--- src/hdl/tqm_pkg.sv ---
package tqm_pkg;

	localparam int ID_W       = 32;
	localparam int TIME_W     = 32;
	localparam int INTV_W     = 24;
	localparam int OPC_W      = 2;
	localparam int STAT_W     = 3;
	localparam int CNT_OUT_W  = 5;
	localparam int TIMERS_DEF = 16;

	// opcodes
	localparam logic [OPC_W-1:0] OP_TICK   = 2'd0;
	localparam logic [OPC_W-1:0] OP_SCHED  = 2'd1;
	localparam logic [OPC_W-1:0] OP_CANCEL = 2'd2;

	// result status codes
	localparam logic [STAT_W-1:0] ST_SCHEDULED = 3'd0;
	localparam logic [STAT_W-1:0] ST_FULL      = 3'd1;
	localparam logic [STAT_W-1:0] ST_CANCELLED = 3'd2;
	localparam logic [STAT_W-1:0] ST_NOTFOUND  = 3'd3;
	localparam logic [STAT_W-1:0] ST_EXPIRED   = 3'd4;
	localparam logic [STAT_W-1:0] ST_NONE      = 3'd5;

	typedef struct packed {
		logic              valid;
		logic [ID_W-1:0]   id;
		logic [TIME_W-1:0] deadline;
	} entry_t;

endpackage

--- src/hdl/tqm_req_if.sv ---
interface tqm_req_if;
	logic                        valid;
	logic                        ready;
	logic [tqm_pkg::OPC_W-1:0]   opcode;
	logic [tqm_pkg::INTV_W-1:0]  interval;
	logic [tqm_pkg::ID_W-1:0]    cancel_id;

	modport source (output valid, output opcode, output interval, output cancel_id,
		input ready);
	modport sink (input valid, input opcode, input interval, input cancel_id,
		output ready);
endinterface

--- src/hdl/tqm_rsp_if.sv ---
interface tqm_rsp_if;
	logic                           valid;
	logic                           ready;
	logic [tqm_pkg::STAT_W-1:0]     status;
	logic [tqm_pkg::ID_W-1:0]       tmr_id;
	logic [tqm_pkg::CNT_OUT_W-1:0]  active_count;
	logic                           last;

	modport source (output valid, output status, output tmr_id, output active_count,
		output last, input ready);
	modport sink (input valid, input status, input tmr_id, input active_count,
		input last, output ready);
endinterface

--- src/hdl/tqm_cell.sv ---
// One timer slot of the ring; takes its neighbor's entry on each shift.
module tqm_cell (
	input  logic            clk,
	input  logic            arst_n,
	input  logic            shift,
	input  tqm_pkg::entry_t d,
	output tqm_pkg::entry_t q
);

	logic                       valid_q;
	logic [tqm_pkg::ID_W-1:0]   id_q;
	logic [tqm_pkg::TIME_W-1:0] deadline_q;

	always_ff @(posedge clk or negedge arst_n) begin
		if (!arst_n) begin
			valid_q <= 1'b0;
		end else if (shift) begin
			valid_q <= d.valid;
		end
	end

	always_ff @(posedge clk) begin
		if (shift) begin
			id_q       <= d.id;
			deadline_q <= d.deadline;
		end
	end

	assign q = '{valid: valid_q, id: id_q, deadline: deadline_q};

endmodule

--- src/hdl/timer_queue_manager_core.sv ---
// Timer queue manager: a table of TIMERS one-shot timers.
// req channel (sink): opcode tick / schedule / cancel, with interval and cancel_id.
// rsp channel (source): status, tmr_id, active_count and last, one beat per result.
// Schedule and cancel give one beat. A tick gives one beat per due timer, earliest
// deadline first (lower id on equal deadlines), or one "nothing expired" beat.
// The last beat of every command has last = 1. Opcode 3 is taken and dropped.
// The slots live in a ring of cells that rotates by one position per cycle while a
// pass is running; the controller looks at the head cell only, so one full pass
// visits every slot once and leaves the ring in its original order.
// On a tick, each pass finds the next due timer while freeing the one found by the
// pass before it.
// req.ready is high only while no command is in progress; a finished beat parked
// in the output register does not hold off the next command.
// Reset clears time, next id, counts and all slot valid bits; no clearing pass.
// A stalled rsp holds the beat in the output register and the sequencer waits.
module timer_queue_manager_core #(
	parameter int TIMERS = tqm_pkg::TIMERS_DEF
) (
	input  logic clk,
	input  logic arst_n,
	tqm_req_if.sink   req,
	tqm_rsp_if.source rsp
);

	localparam int IW = $clog2(TIMERS);
	localparam int CW = $clog2(TIMERS + 1);

	localparam logic [1:0] S_IDLE = 2'd0;
	localparam logic [1:0] S_SCAN = 2'd1;
	localparam logic [1:0] S_EVAL = 2'd2;
	localparam logic [1:0] S_EMIT = 2'd3;

	// ---------------------------------------------------------------- ring
	tqm_pkg::entry_t cell_out [TIMERS];
	tqm_pkg::entry_t head_new;
	logic [TIMERS-1:0] vld;
	logic shift;

	for (genvar j = 0; j < TIMERS; j++) begin : g_cell
		tqm_pkg::entry_t cin;
		if (j == TIMERS - 1) begin : g_tail
			assign cin = head_new;
		end else begin : g_mid
			assign cin = cell_out[j+1];
		end
		tqm_cell u_cell (
			.clk    (clk),
			.arst_n (arst_n),
			.shift  (shift),
			.d      (cin),
			.q      (cell_out[j])
		);
		assign vld[j] = cell_out[j].valid;
	end

	// ---------------------------------------------------------------- control state
	logic [1:0]                  state_q;
	logic [IW-1:0]               step_q;
	logic [tqm_pkg::OPC_W-1:0]   op_q;
	logic [tqm_pkg::ID_W-1:0]    arg_id_q;
	logic [tqm_pkg::TIME_W-1:0]  dl_q;
	logic [tqm_pkg::TIME_W-1:0]  time_q;
	logic [tqm_pkg::ID_W-1:0]    next_id_q;
	logic [CW-1:0]               count_q;
	logic                        hit_q;
	// best due candidate of the current pass
	logic                        found_q;
	logic [tqm_pkg::TIME_W-1:0]  best_age_q;
	logic [tqm_pkg::ID_W-1:0]    best_id_q;
	logic [IW-1:0]               best_idx_q;
	// timer found by the previous pass, freed during this one
	logic                        pend_q;
	logic [tqm_pkg::ID_W-1:0]    pend_id_q;
	logic [IW-1:0]               pend_idx_q;
	// result staged for the output register
	logic [tqm_pkg::STAT_W-1:0]  res_status_q;
	logic [tqm_pkg::ID_W-1:0]    res_id_q;
	logic                        res_last_q;
	// output register
	logic                        out_valid_q;
	logic [tqm_pkg::STAT_W-1:0]  out_status_q;
	logic [tqm_pkg::ID_W-1:0]    out_id_q;
	logic [tqm_pkg::CNT_OUT_W-1:0] out_count_q;
	logic                        out_last_q;

	// ---------------------------------------------------------------- head cell logic
	tqm_pkg::entry_t            head;
	logic [tqm_pkg::TIME_W-1:0] age;
	logic                       due;
	logic                       clr_hit;
	logic                       take;
	logic                       better;
	logic                       accept;
	logic                       load_out;

	assign head    = cell_out[0];
	assign shift   = (state_q == S_SCAN);
	assign age     = time_q - head.deadline;
	assign due     = head.valid && !age[tqm_pkg::TIME_W-1];
	assign clr_hit = (op_q == tqm_pkg::OP_TICK) && pend_q && (step_q == pend_idx_q);

	always_comb begin
		head_new = head;
		take     = 1'b0;
		better   = 1'b0;
		case (op_q)
			tqm_pkg::OP_SCHED: begin
				if (!hit_q && !head.valid) begin
					head_new = '{valid: 1'b1, id: next_id_q, deadline: dl_q};
					take     = 1'b1;
				end
			end
			tqm_pkg::OP_CANCEL: begin
				if (!hit_q && head.valid && head.id == arg_id_q) begin
					head_new.valid = 1'b0;
					take           = 1'b1;
				end
			end
			tqm_pkg::OP_TICK: begin
				if (clr_hit) begin
					head_new.valid = 1'b0;
				end
				better = due && !clr_hit && (!found_q || age > best_age_q ||
					(age == best_age_q && head.id < best_id_q));
			end
			default: begin
			end
		endcase
	end

	assign accept   = req.valid && req.ready;
	assign load_out = (state_q == S_EMIT) && (!out_valid_q || rsp.ready);

	// ---------------------------------------------------------------- sequencer
	always_ff @(posedge clk or negedge arst_n) begin
		if (!arst_n) begin
			state_q    <= S_IDLE;
			step_q     <= '0;
			op_q       <= tqm_pkg::OP_TICK;
			time_q     <= '0;
			next_id_q  <= '0;
			count_q    <= '0;
			hit_q      <= 1'b0;
			found_q    <= 1'b0;
			pend_q     <= 1'b0;
			res_last_q <= 1'b0;
		end else begin
			case (state_q)
				S_IDLE: begin
					if (accept) begin
						op_q    <= req.opcode;
						step_q  <= '0;
						hit_q   <= 1'b0;
						found_q <= 1'b0;
						pend_q  <= 1'b0;
						if (req.opcode == tqm_pkg::OP_TICK) begin
							time_q <= time_q + 1'b1;
						end
						if (req.opcode == tqm_pkg::OP_TICK || req.opcode == tqm_pkg::OP_SCHED
							|| req.opcode == tqm_pkg::OP_CANCEL) begin
							state_q <= S_SCAN;
						end
					end
				end
				S_SCAN: begin
					step_q <= step_q + 1'b1;
					if (take) begin
						hit_q <= 1'b1;
					end
					if (better) begin
						found_q <= 1'b1;
					end
					if (step_q == IW'(TIMERS - 1)) begin
						step_q  <= '0;
						state_q <= S_EVAL;
					end
				end
				S_EVAL: begin
					state_q    <= S_EMIT;
					res_last_q <= 1'b1;
					case (op_q)
						tqm_pkg::OP_SCHED: begin
							if (hit_q) begin
								next_id_q <= next_id_q + 1'b1;
								count_q   <= count_q + 1'b1;
							end
						end
						tqm_pkg::OP_CANCEL: begin
							if (hit_q) begin
								count_q <= count_q - 1'b1;
							end
						end
						default: begin
							if (pend_q) begin
								// previous timer was freed in this pass
								count_q    <= count_q - 1'b1;
								res_last_q <= !found_q;
								pend_q     <= found_q;
							end else if (found_q) begin
								// first due timer found; free it on the next pass
								pend_q  <= 1'b1;
								found_q <= 1'b0;
								state_q <= S_SCAN;
							end
						end
					endcase
				end
				S_EMIT: begin
					if (load_out) begin
						if (res_last_q) begin
							state_q <= S_IDLE;
						end else begin
							state_q <= S_SCAN;
							found_q <= 1'b0;
						end
					end
				end
				default: begin
					state_q <= S_IDLE;
				end
			endcase
		end
	end

	// payload registers: no reset
	always_ff @(posedge clk) begin
		if (accept) begin
			arg_id_q <= req.cancel_id;
			dl_q     <= time_q + tqm_pkg::TIME_W'(req.interval);
		end
		if (state_q == S_SCAN && better) begin
			best_age_q <= age;
			best_id_q  <= head.id;
			best_idx_q <= step_q;
		end
		if (state_q == S_EVAL) begin
			case (op_q)
				tqm_pkg::OP_SCHED: begin
					res_status_q <= hit_q ? tqm_pkg::ST_SCHEDULED : tqm_pkg::ST_FULL;
					res_id_q     <= hit_q ? next_id_q : '0;
				end
				tqm_pkg::OP_CANCEL: begin
					res_status_q <= hit_q ? tqm_pkg::ST_CANCELLED : tqm_pkg::ST_NOTFOUND;
					res_id_q     <= hit_q ? arg_id_q : '0;
				end
				default: begin
					res_status_q <= pend_q ? tqm_pkg::ST_EXPIRED : tqm_pkg::ST_NONE;
					res_id_q     <= pend_q ? pend_id_q : '0;
					pend_id_q    <= best_id_q;
					pend_idx_q   <= best_idx_q;
				end
			endcase
		end
		if (load_out) begin
			out_status_q <= res_status_q;
			out_id_q     <= res_id_q;
			out_count_q  <= tqm_pkg::CNT_OUT_W'(count_q);
			out_last_q   <= res_last_q;
		end
	end

	// output beat valid
	always_ff @(posedge clk or negedge arst_n) begin
		if (!arst_n) begin
			out_valid_q <= 1'b0;
		end else if (load_out) begin
			out_valid_q <= 1'b1;
		end else if (rsp.ready) begin
			out_valid_q <= 1'b0;
		end
	end

	assign req.ready        = (state_q == S_IDLE);
	assign rsp.valid        = out_valid_q;
	assign rsp.status       = out_status_q;
	assign rsp.tmr_id       = out_id_q;
	assign rsp.active_count = out_count_q;
	assign rsp.last         = out_last_q;

`ifndef SYNTHESIS
	// pending count tracks the ring's valid bits whenever no command runs
	a_count_match: assert property (@(posedge clk) disable iff (!arst_n)
		(state_q == S_IDLE) |-> ($countones(vld) == int'(count_q)))
		else $error("pending count does not match valid slots");

	a_count_bound: assert property (@(posedge clk) disable iff (!arst_n)
		int'(count_q) <= TIMERS)
		else $error("pending count above table size");

	a_tick_time: assert property (@(posedge clk) disable iff (!arst_n)
		(accept && req.opcode == tqm_pkg::OP_TICK) |=> (time_q == $past(time_q) + 1'b1))
		else $error("tick did not advance time");

	a_none_last: assert property (@(posedge clk) disable iff (!arst_n)
		(rsp.valid && rsp.status == tqm_pkg::ST_NONE) |-> (rsp.last && rsp.tmr_id == '0))
		else $error("nothing-expired beat malformed");

	a_ring_still: assert property (@(posedge clk) disable iff (!arst_n)
		(state_q == S_IDLE && !accept) |=> $stable(vld))
		else $error("slot valid bits changed while idle");
`endif

endmodule
--- src/flat_wrapper.sv ---
// flat-port wrapper written by rule: the top's interface ports become plain ports
module timer_queue_manager_core_flat 
#(
	parameter int TIMERS = tqm_pkg::TIMERS_DEF
)
  (clk, arst_n, req_valid, req_opcode, req_interval, req_cancel_id, req_ready, rsp_valid, rsp_status, rsp_tmr_id, rsp_active_count, rsp_last, rsp_ready);
  tqm_req_if req_i ();
  tqm_rsp_if rsp_i ();
  input  logic clk;
  input  logic arst_n;
  input wire logic [$bits(req_i.valid)-1:0] req_valid;
  input wire logic [$bits(req_i.opcode)-1:0] req_opcode;
  input wire logic [$bits(req_i.interval)-1:0] req_interval;
  input wire logic [$bits(req_i.cancel_id)-1:0] req_cancel_id;
  output wire logic [$bits(req_i.ready)-1:0] req_ready;
  output wire logic [$bits(rsp_i.valid)-1:0] rsp_valid;
  output wire logic [$bits(rsp_i.status)-1:0] rsp_status;
  output wire logic [$bits(rsp_i.tmr_id)-1:0] rsp_tmr_id;
  output wire logic [$bits(rsp_i.active_count)-1:0] rsp_active_count;
  output wire logic [$bits(rsp_i.last)-1:0] rsp_last;
  input wire logic [$bits(rsp_i.ready)-1:0] rsp_ready;
  assign req_i.valid = req_valid;
  assign req_i.opcode = req_opcode;
  assign req_i.interval = req_interval;
  assign req_i.cancel_id = req_cancel_id;
  assign req_ready = req_i.ready;
  assign rsp_valid = rsp_i.valid;
  assign rsp_status = rsp_i.status;
  assign rsp_tmr_id = rsp_i.tmr_id;
  assign rsp_active_count = rsp_i.active_count;
  assign rsp_last = rsp_i.last;
  assign rsp_i.ready = rsp_ready;
  timer_queue_manager_core #(.TIMERS(TIMERS)) u_core (.clk(clk), .arst_n(arst_n), .req(req_i), .rsp(rsp_i));
endmodule
--- config.mk ---
export PLATFORM = sky130hd
export DESIGN_NAME = timer_queue_manager_core_flat
export DESIGN_NICKNAME = d
export VERILOG_FILES = /design/src/hdl/tqm_pkg.sv /design/src/hdl/tqm_req_if.sv /design/src/hdl/tqm_rsp_if.sv /design/src/hdl/tqm_cell.sv /design/src/hdl/timer_queue_manager_core.sv /design/src/flat_wrapper.sv
export SDC_FILE = /design/constraint.sdc
export NUM_CORES = 1
export LEC_CHECK = 0
export BUFFER_PORTS_ARGS = -buffer_cell sky130_fd_sc_hd__buf_2
export CAP_MARGIN = 10
export CORE_AREA = 8 8 299 301
export CTS_CLUSTER_DIAMETER = 100
export DETAILED_ROUTE_END_ITERATION = 16
export DIE_AREA = 0 0 307 309
export GPL_TIMING_DRIVEN = 0
export PLACE_DENSITY_LB_ADDON = 0.3
export SLEW_MARGIN = 20
export SYNTH_ARGS = -nofsm -noshare
export SYNTH_HDL_FRONTEND = slang
export SYNTH_SLANG_ARGS = --single-unit
--- constraint.sdc ---
create_clock -name clk -period 33.4 [get_ports clk]
set_input_delay 8.35 -clock clk [delete_from_list [all_inputs] [get_ports clk]]
set_output_delay 8.35 -clock clk [all_outputs]
set_load 0.02 [all_outputs]
# After elaboration in Yosys (flattened, before gate mapping)

Cells that the tools add are included.

Flip-flop bits (word level): 1,366
Input port bits: 62
Output and inout port bits: 43
Word-level logic and storage cells: 195

$add $sub $neg: 7
Order comparisons: 2
Equal/unequal tests: 22
Muxes and demuxes: 50
Bitwise logic cells: 1
Reduce and logical (&&, ||, !) cells: 41

Operators with widths:

| cell                                           | count |
|---|---|
| two-way mux 32 bit                             | 3 |
| two-way mux 65 bit                             | 1 |
| adder 32 x 1 -> 32 bit (second input constant) | 2 |
| == test 32 bit                                 | 2 |
| two-way mux 64 bit                             | 1 |
| case mux 32 bit (2 select lines)               | 1 |
| adder 32 x 24 -> 32 bit                        | 1 |
| > comparator 32 bit                            | 1 |
| less-than comparator 32 bit                    | 1 |
| subtractor 32 bit                              | 1 |
| two-way mux 1 bit                              | 23 |
| two-way mux 5 bit                              | 3 |
| two-way mux 2 bit                              | 7 |
| logical AND 1 bit                              | 12 |
| != test 2 x 1 -> 1 bit (second input constant) | 6 |
| AND reduction 3 bit                            | 4 |
| != test 2 bit (second input constant)          | 5 |
| case mux 5 bit (2 select lines)                | 1 |
| == test 2 bit (second input constant)          | 4 |
| two-way mux 4 bit                              | 2 |
| case mux 2 bit (4 select lines)                | 1 |
| case mux 4 bit (2 select lines)                | 1 |
| AND reduction 4 bit                            | 2 |
| == test 2 x 1 -> 1 bit (second input constant) | 3 |
| other kinds (18)                               | 35 |

# Depth between registers and ports, before layout

Gate-level depths: netlist of the first run.

Word-level depth: 9
Depth in mapped cells: 22
Gate-level depth less buffers: 22

# Cells and area by module

Synthesis of the first run repeated with hierarchy kept, for this count alone.

Cells, all modules: 2,597
Area, all modules: 48,863.1 µm²

Modules (own cells, without submodules):

| module                   | instances | cells each | area an instance (µm²) | sequential area each (µm²) |
|---|---|---|---|---|
| tqm_cell                 | 16        | 67         | 1,969.4                | 1,946.9 |
| timer_queue_manager_core | 1         | 1,525      | 17,352.9               | 9,379.0 |

# Worst setup path after synthesis of the first run

OpenSTA, ideal clock, no wires.

Path type: reg-to-reg
Start: register u_core.state_q[1]
End: register u_core.g_cell[0].u_cell.deadline_q[0] (netlist name) (enable)
Setup time: 1.783 ns
Arrival: 28.734 ns
Required time: 31.617 ns
Slack: 2.883 ns
Cell stages (with the launch flop): 6
Buffers on the path: 3
Period minus slack after synthesis: 30.517 ns
Path through: dfrtp_1 -> buf_2 -> nand2b_1 -> inv_1 -> clkbuf_1 -> buf_1

Longest elaborated chain between the ends: 1

RTL lines:

| what                                    | line                            | RTL |
|---|---|---|
| start: declaration                      | timer_queue_manager_core.sv:57  | `logic [1:0] state_q;` |
| start signal: assignment                | timer_queue_manager_core.sv:137 | `state_q <= S_IDLE;` |
| start signal: assignment                | timer_queue_manager_core.sv:161 | `state_q <= S_SCAN;` |
| start signal: assignment                | timer_queue_manager_core.sv:175 | `state_q <= S_EVAL;` |
| == test 2 x 1 -> 1 bit                  | timer_queue_manager_core.sv:97  | `assign shift = (state_q == S_SCAN);` |
| named net u_core.g_cell[0].u_cell.shift | tqm_cell.sv:5                   | `input logic shift,` |
| end signal: assignment                  | tqm_cell.sv:25                  | `deadline_q <= d.deadline;` |
| end: declaration                        | tqm_cell.sv:12                  | `logic [tqm_pkg::TIME_W-1:0] deadline_q;` |

The timed path passes the listed nets, and every way through them passes these cells.
A chain may end at the register's enable or synchronous reset.

# Worst setup path in the final report of the first run

Start: input port req_interval[15]
End: register u_core.dl_q[31] (netlist name), data pin

Longest elaborated chain between the ends: 1

RTL lines:

| what                    | line                            | RTL |
|---|---|---|
| start: declaration      | flat_wrapper.sv:13              | `input wire logic [$bits(req_i.interval)-1:0] req_interval;` |
| adder 32 x 24 -> 32 bit | timer_queue_manager_core.sv:229 | `dl_q <= time_q + tqm_pkg::TIME_W'(req.interval);` |
| end signal: assignment  | timer_queue_manager_core.sv:229 |  |
| end: declaration        | timer_queue_manager_core.sv:61  | `logic [tqm_pkg::TIME_W-1:0] dl_q;` |

No other way between the ends.

==> flow_summary.toml, run 1 <==
[worst_setup_path]
crit_fanout = 6
worst-endpoint-required_ns = 33.88
critPathLaunchType = "primary input"
arrival_ns = 11.23
end_kind = "flop"
crit_type = "primary input to flop"

[timing]
setup_violations = 0
layout_setup_ws_ns = 22.65
max_freq_mhz = 93.0
setup_tns_ns = 0
worstMarginPinSlew_ns = 1.05
min_period_over_period_pct = 32.2
period_minus_slack_ns = 10.75
slew_violations = 0
rsz0062_at_grt = "no"
finalHoldViolations = 0
fin_skew_ns = 0.0284
slew-limit-headroom_pct = 29.8

[clocking]
post_cts_buffers = 0
cts_max_path_buffers = 3
clk_pin_slew_ns = 0.06
cts_tree = "done"
clock_latency_ns = 0.73
cts_sinks = 1366
ctsHoldBuffers = 0
cts_resized = 0
cts-htree-levels = 4
cts_buffers = 135
clockRootBuffer = "clkbuf_16"

[synth]
synth_ff_type = "edfxtp_1"
ys_seq_area_share_pct = 83.2
synth-simple-area-share_pct = 4.30
syn_nets = 2805
synth_cell_type_count = 77
yosys.area_share.adder_pct = 3.41
yosysWarnings = 0
synth-seq-cells = 1366
syn_area_sq_um = 48700
avgSynthCellArea_sq_um = 18.7
muxShareOfSynthArea_pct = 0.873
synth_top_family_by_area = "simple AND/OR/NAND/NOR gates"
synth-edff-count = 1268
synth-compound-area-share_pct = 4.15
async_reset_ff_share_pct = 7.17
syn_inst = 2612
synth_xor_area_share_pct = 2.82

[power]
p_per_area_nw_per_um2 = 101
peakVddDrop_mv = 0.0619
p_leak_nw = 20.5

[place]
dpl.cell_count = 3901
place_congestion = 0.891
io_buffers = 104
place.detailed.hpwl_microns = 55300
pre_cts_slack_ns = 21.99

[run_status]
status = "completed"

[floorplanning]
coreArea_sq_um = 84600
die_w_microns = 307
ios = 105
initial_core_util_pct = 57.6
die-area_sq_um = 94900
num_rows = 107
die-height_microns = 309

[global_routing]
antenna_found_initial = 6
grt_pass1_wl_microns = 134000
gr-total-overflow = 0
grt_max_degree = 63
gr-usage-all-layers_pct = 18.4
first_global_vias = 23500

[routing]
drt-total-wl_microns = 85800
drc = 0
top_layer = "met5"
ant_nets = 0
drtIter0Drc = 2131
vias = 22900
route.met2.wl_microns = 39600
wl_per_cell_microns = 20.7
wl_met3_microns = 5030
via_per_inst = 5.52
dr.pass1.iters = 6
wl_met1_microns = 38800

[worst_hold_path]
min_path_type = "flop to flop"

[final_layout]
layout_common_cells = "edfxtp_1, nand2_1, clkbuf_16, ha_1, inv_1"
finalNetCount = 3087
finalNonFillerCells = 4146
final_common_cell = "edfxtp_1"
syn_to_final_growth_pct = 14.9
drive_gt1_share_pct = 13.4

[run]
maxCapViolations = 0
-- cell type report --
cell class,count,area [sq um]
multi-input combinational,1083,7590
tap,1144,1430
fill,5529,28600
timing repair buffer,145,1430
clock buffer,171,3720
inverter,124,468
clock inverter,72,662
antenna,2,5.00
buffer,39,166
sequential,1366,40500
-- registers in the layout, summed over array words and instances, names as in the netlist, 32 cells and up --
name                             count
u_core.arg_id_q                     32
u_core.best_age_q                   32
u_core.best_id_q                    32
u_core.dl_q                         32
u_core.g_cell.u_cell.deadline_q    512
u_core.g_cell.u_cell.id_q          512
u_core.next_id_q                    32
u_core.pend_id_q                    32
u_core.res_id_q                     32
u_core.rsp.tmr_id                   32
u_core.time_q                       32
-- metal layers --
layer,vias to the layer above,track usage (%)
li1,10500,-
met1,11500,26.5
met5,-,0
met2,725,28.1
met3,163,3.94
met4,2,6.56
-- power by group --
group | internal, W | switching, W | total [W]
sequential | 0.00295 | 0.000247 | 0.00320
clock | 0.000868 | 0.000617 | 0.00149
combinational | 0.000311 | 0.000670 | 0.000981
-- critical path: stages --
cell and delay (ns):
buf_2 0.11, ha_1 0.38, a21oi_1 0.27, a21boi_0 0.17, a311o_1 0.37, or3_1 0.32
o22ai_1 0.37, o21ai_1 0.21, o41a_1 0.42, nand4_1 0.17, xnor2_1 0.08
-- path summary, 6_finish.rpt --
kind / start / endpoint / slack [ns] / depth (start not counted)
worst max-delay path: req_interval[15] / u_core.dl_q[31] / 22.65 / 11
worst min register to register: u_core.g_cell[9].u_cell.id_q[10] / u_core.g_cell[8].u_cell.id_q[10] / 0.40 / 0
worst min-delay path: u_core.g_cell[9].u_cell.id_q[10] / u_core.g_cell[8].u_cell.id_q[10] / 0.40 / 0
min in group asynchronous: arst_n / u_core.time_q[29] / 7.54 / 1
max in group asynchronous: arst_n / u_core.time_q[1] / 25.16 / 2
worst max register to register: u_core.time_q[0] / u_core.best_age_q[6] / 27.20 / 21
-- cell families after synthesis --
logic type,Yosys count
buffers and inverters,163
adders and majority gates,131
and+or+nand+nor,436
muxes,38
DFF,1366
AOI/OAI and AO/OA,321
xor gates and xnor gates,157
-- synthesized netlist by cell type (all sizes together) (3+ instances only) --
library cell	number	area share (%)
and2	5	0.064
nand2	201	1.5
xor2	58	1.0
o21bai	7	0.11
o211ai	7	0.11
o31ai	4	0.062
and4	7	0.13
ha	128	3.3
a211o	3	0.054
nand2b	11	0.14
xnor2	99	1.8
inv	124	0.95
nor3	13	0.17
and3	26	0.35
a21o	36	0.55
a221o	3	0.062
fa	3	0.12
a21boi	3	0.054
dfrtp	98	5.0
or2	6	0.077
nor4	9	0.12
a21oi	66	0.68
buf	11	0.12
o21ai	112	1.2
o41ai	3	0.085
a31oi	9	0.12
a211oi	4	0.062
mux2	36	0.83
nand4	29	0.39
edfxtp	1268	78
and2b	4	0.069
nor2	62	0.48
clkbuf	28	0.22
nor2b	13	0.17
or3	6	0.077
a22oi	32	0.49
o22ai	3	0.051
o21a	14	0.22
nand3	36	0.39
-- stage by stage --
step                util (%)  hold slack, ns  cell area [sq um]  total power [W]
floorplan                  -           0.400              48700          0.00453
detailed placement      61.0           0.405              51600          0.00420
global placement        59.9           0.400              50700          0.00451
CTS                     66.2           0.391              56000          0.00572
global route            66.2           0.403              56000          0.00594
finish                  66.2           0.399              56000          0.00566
No activity file was read; power rests on OpenSTA's default activity.
==> run 2: changes to the inputs <==
--- a/config.mk
+++ b/config.mk
@@ -7,10 +7,10 @@
 export LEC_CHECK = 0
 export BUFFER_PORTS_ARGS = -buffer_cell sky130_fd_sc_hd__buf_2
 export CAP_MARGIN = 10
-export CORE_AREA = 8 8 299 301
+export CORE_AREA = 8 8 305 307
 export CTS_CLUSTER_DIAMETER = 100
 export DETAILED_ROUTE_END_ITERATION = 16
-export DIE_AREA = 0 0 307 309
+export DIE_AREA = 0 0 313 315
 export GPL_TIMING_DRIVEN = 0
 export PLACE_DENSITY_LB_ADDON = 0.3
 export SLEW_MARGIN = 20
==> constraint.sdc (replaced) <==
create_clock -name clk -period 9.8 [get_ports clk]
set_input_delay 2.45 -clock clk [delete_from_list [all_inputs] [get_ports clk]]
set_output_delay 2.45 -clock clk [all_outputs]
set_load 0.02 [all_outputs]
==> run 2 against run 1 <==
  * Sequential power grew to 3.4 times the previous value
  * Total power increased to 3.4 times the previous value
  * Combinational power grew to 3.1 times the previous value
  * Final area shrank 0.82%
  * Critical path type is now flop to flop
==> flow_summary.toml, run 2 (synthesis gave the netlist of run 1 again) <==
[place]
pre_cts_slack_ns = 3.62
placed_area_sq_um = 51100
io_buffers = 104
place.detailed.hpwl_microns = 52700
place_congestion = 0.835

[run_status]
status = "completed"

[routing]
dr.pass1.iters = 7
drc = 0
via_per_inst = 5.44
vias = 22500
drtIter0Drc = 2203
wl_per_cell_microns = 20.5
drt-total-wl_microns = 84900
ant_nets = 0

[worst_setup_path]
arrival_ns = 6.69
worst-endpoint-required_ns = 10.21
slowest_stage = "a21boi_4"
crit_type = "flop to flop"
end_kind = "flop"
crit_chain = "inv_1, ha_1, fa_1, nor2b_1, o21ai_2, a21oi_1, o41ai_2, o21a_2, o21ai_2, o41ai_2, or4b_1, o211ai_1, ha_1, nand2_1, nor2_1, nand4_1, or4_1, nor4_1, o2111ai_1, a21boi_4, buf_16"
reg2reg_slack_ns = 3.53
path_buf_inv = 2
cp_top_family = "compound AO/OA/AOI/OAI gates"
crit_fanout = 25
critPathLaunchType = "flop"
max_stage_delay_ns = 0.62

[clocking]
clock_latency_ns = 0.73
cts_tree = "done"
cts_max_path_buffers = 3
clk_pin_slew_ns = 0.06
ctsHoldBuffers = 0
cts_resized = 0
post_cts_buffers = 0
cts_buffers = 136
cts_sinks = 1366
clockRootBuffer = "clkbuf_16"
cts-htree-levels = 4

[floorplanning]
coreArea_sq_um = 88000
num_rows = 109
die-height_microns = 315
die_w_microns = 313
die-area_sq_um = 98600
ios = 105
initial_core_util_pct = 55.4

[timing]
slew_violations = 0
fin_skew_ns = 0.0358
setup_tns_ns = 0
finalHoldViolations = 0
rsz0062_at_grt = "no"
whs_ns = 0.400
setup_violations = 0
slew-limit-headroom_pct = 31.8
worstMarginPinSlew_ns = 1.02
period_minus_slack_ns = 6.27
min_period_over_period_pct = 64.0
layout_setup_ws_ns = 3.53
max_freq_mhz = 159

[global_routing]
antenna_found_initial = 6
grt_max_degree = 177
gr-usage-all-layers_pct = 17.2
gr-total-overflow = 0
grt_pass1_wl_microns = 131000
first_global_vias = 22900

[final_layout]
final_common_cell = "edfxtp_1"
drive_gt1_share_pct = 12.7
stdcell_area_sq_um = 55500
syn_to_final_growth_pct = 14.0
layout_common_cells = "edfxtp_1, nand2_1, clkbuf_16, ha_1, inv_1"
fillCellCount = 5915
finalNetCount = 3061
reg_top3 = "u_core.g_cell.u_cell.deadline_q: 512 flops, u_core.g_cell.u_cell.id_q: 512 flops"

[run]
maxCapViolations = 0

[power]
seqPwrFrac_pct = 57.5
combinationalPowerShare_pct = 15.8
p_int_w = 0.0139
switchingPower_w = 0.00520
p_per_area_nw_per_um2 = 343
power.total_w = 0.0191
peakVddDrop_mv = 0.335
clkPwrFrac_pct = 26.7
p_leak_nw = 20.2
p_sw_share_pct = 27.3

[worst_hold_path]
min_path_type = "flop to flop"
-- run 2: stage by stage --
stage / instances / utilization [%]
6_report: 4141 / 63.1
5_1_grt: 4141 / 63.1
4_1_cts: 4138 / 63.1
3_5_place_dp: 3895 / 58.1
3_3_place_gp: 3881 / 57.7
2_1_floorplan: 2612 / -
-- run 2: power groups by stage --
stage / Sequential, W / Combinational [W] / Clock, W
floorplan: 0.0113 / 0.00192 / 0
global placement: 0.0117 / 0.00276 / 0
detailed placement: 0.0110 / 0.00303 / 0
CTS: 0.0110 / 0.00304 / 0.00524
global route: 0.0112 / 0.00333 / 0.00546
finish: 0.0110 / 0.00300 / 0.00510
-- run 2: area by class of cell --
type                    instances  area [sq um]  area share (%)
clock inverters                71           733            1.32
inverters                     124           468           0.842
plain buffers                  39           189           0.340
diodes                          3          7.51          0.0135
clock buffers                 172          3680            6.63
repair buffers                118           890            1.60
flip-flops and latches       1366         40500            73.0
well taps                    1165          1460            2.62
multi-input cells            1083          7590            13.7
-- run 2: path summary, 6_finish.rpt --
kind                                                              from                                      to  depth (start not counted)
worst max-delay path                                  u_core.time_q[0]                    u_core.best_age_q[6]                         21
worst min-delay path            u_core.g_cell[1].u_cell.deadline_q[30]  u_core.g_cell[0].u_cell.deadline_q[30]                          0
worst max register to register                        u_core.time_q[0]                    u_core.best_age_q[6]                         21
worst min register to register  u_core.g_cell[1].u_cell.deadline_q[30]  u_core.g_cell[0].u_cell.deadline_q[30]                          0
max in group asynchronous                                       arst_n         u_core.g_cell[4].u_cell.valid_q                          2
min in group asynchronous                                       arst_n                       u_core.time_q[31]                          1
-- run 2: metal layers --
layer	global-route usage (%)	up-vias	part of all wire [%]	routed length [microns]
met2	25.8	629	45	38500
met3	3.52	173	5.4	4580
met4	6.91	0	3.3	2780
met5	0	-	0	0
li1	-	10400	-	-
met1	24.9	11300	46	39000
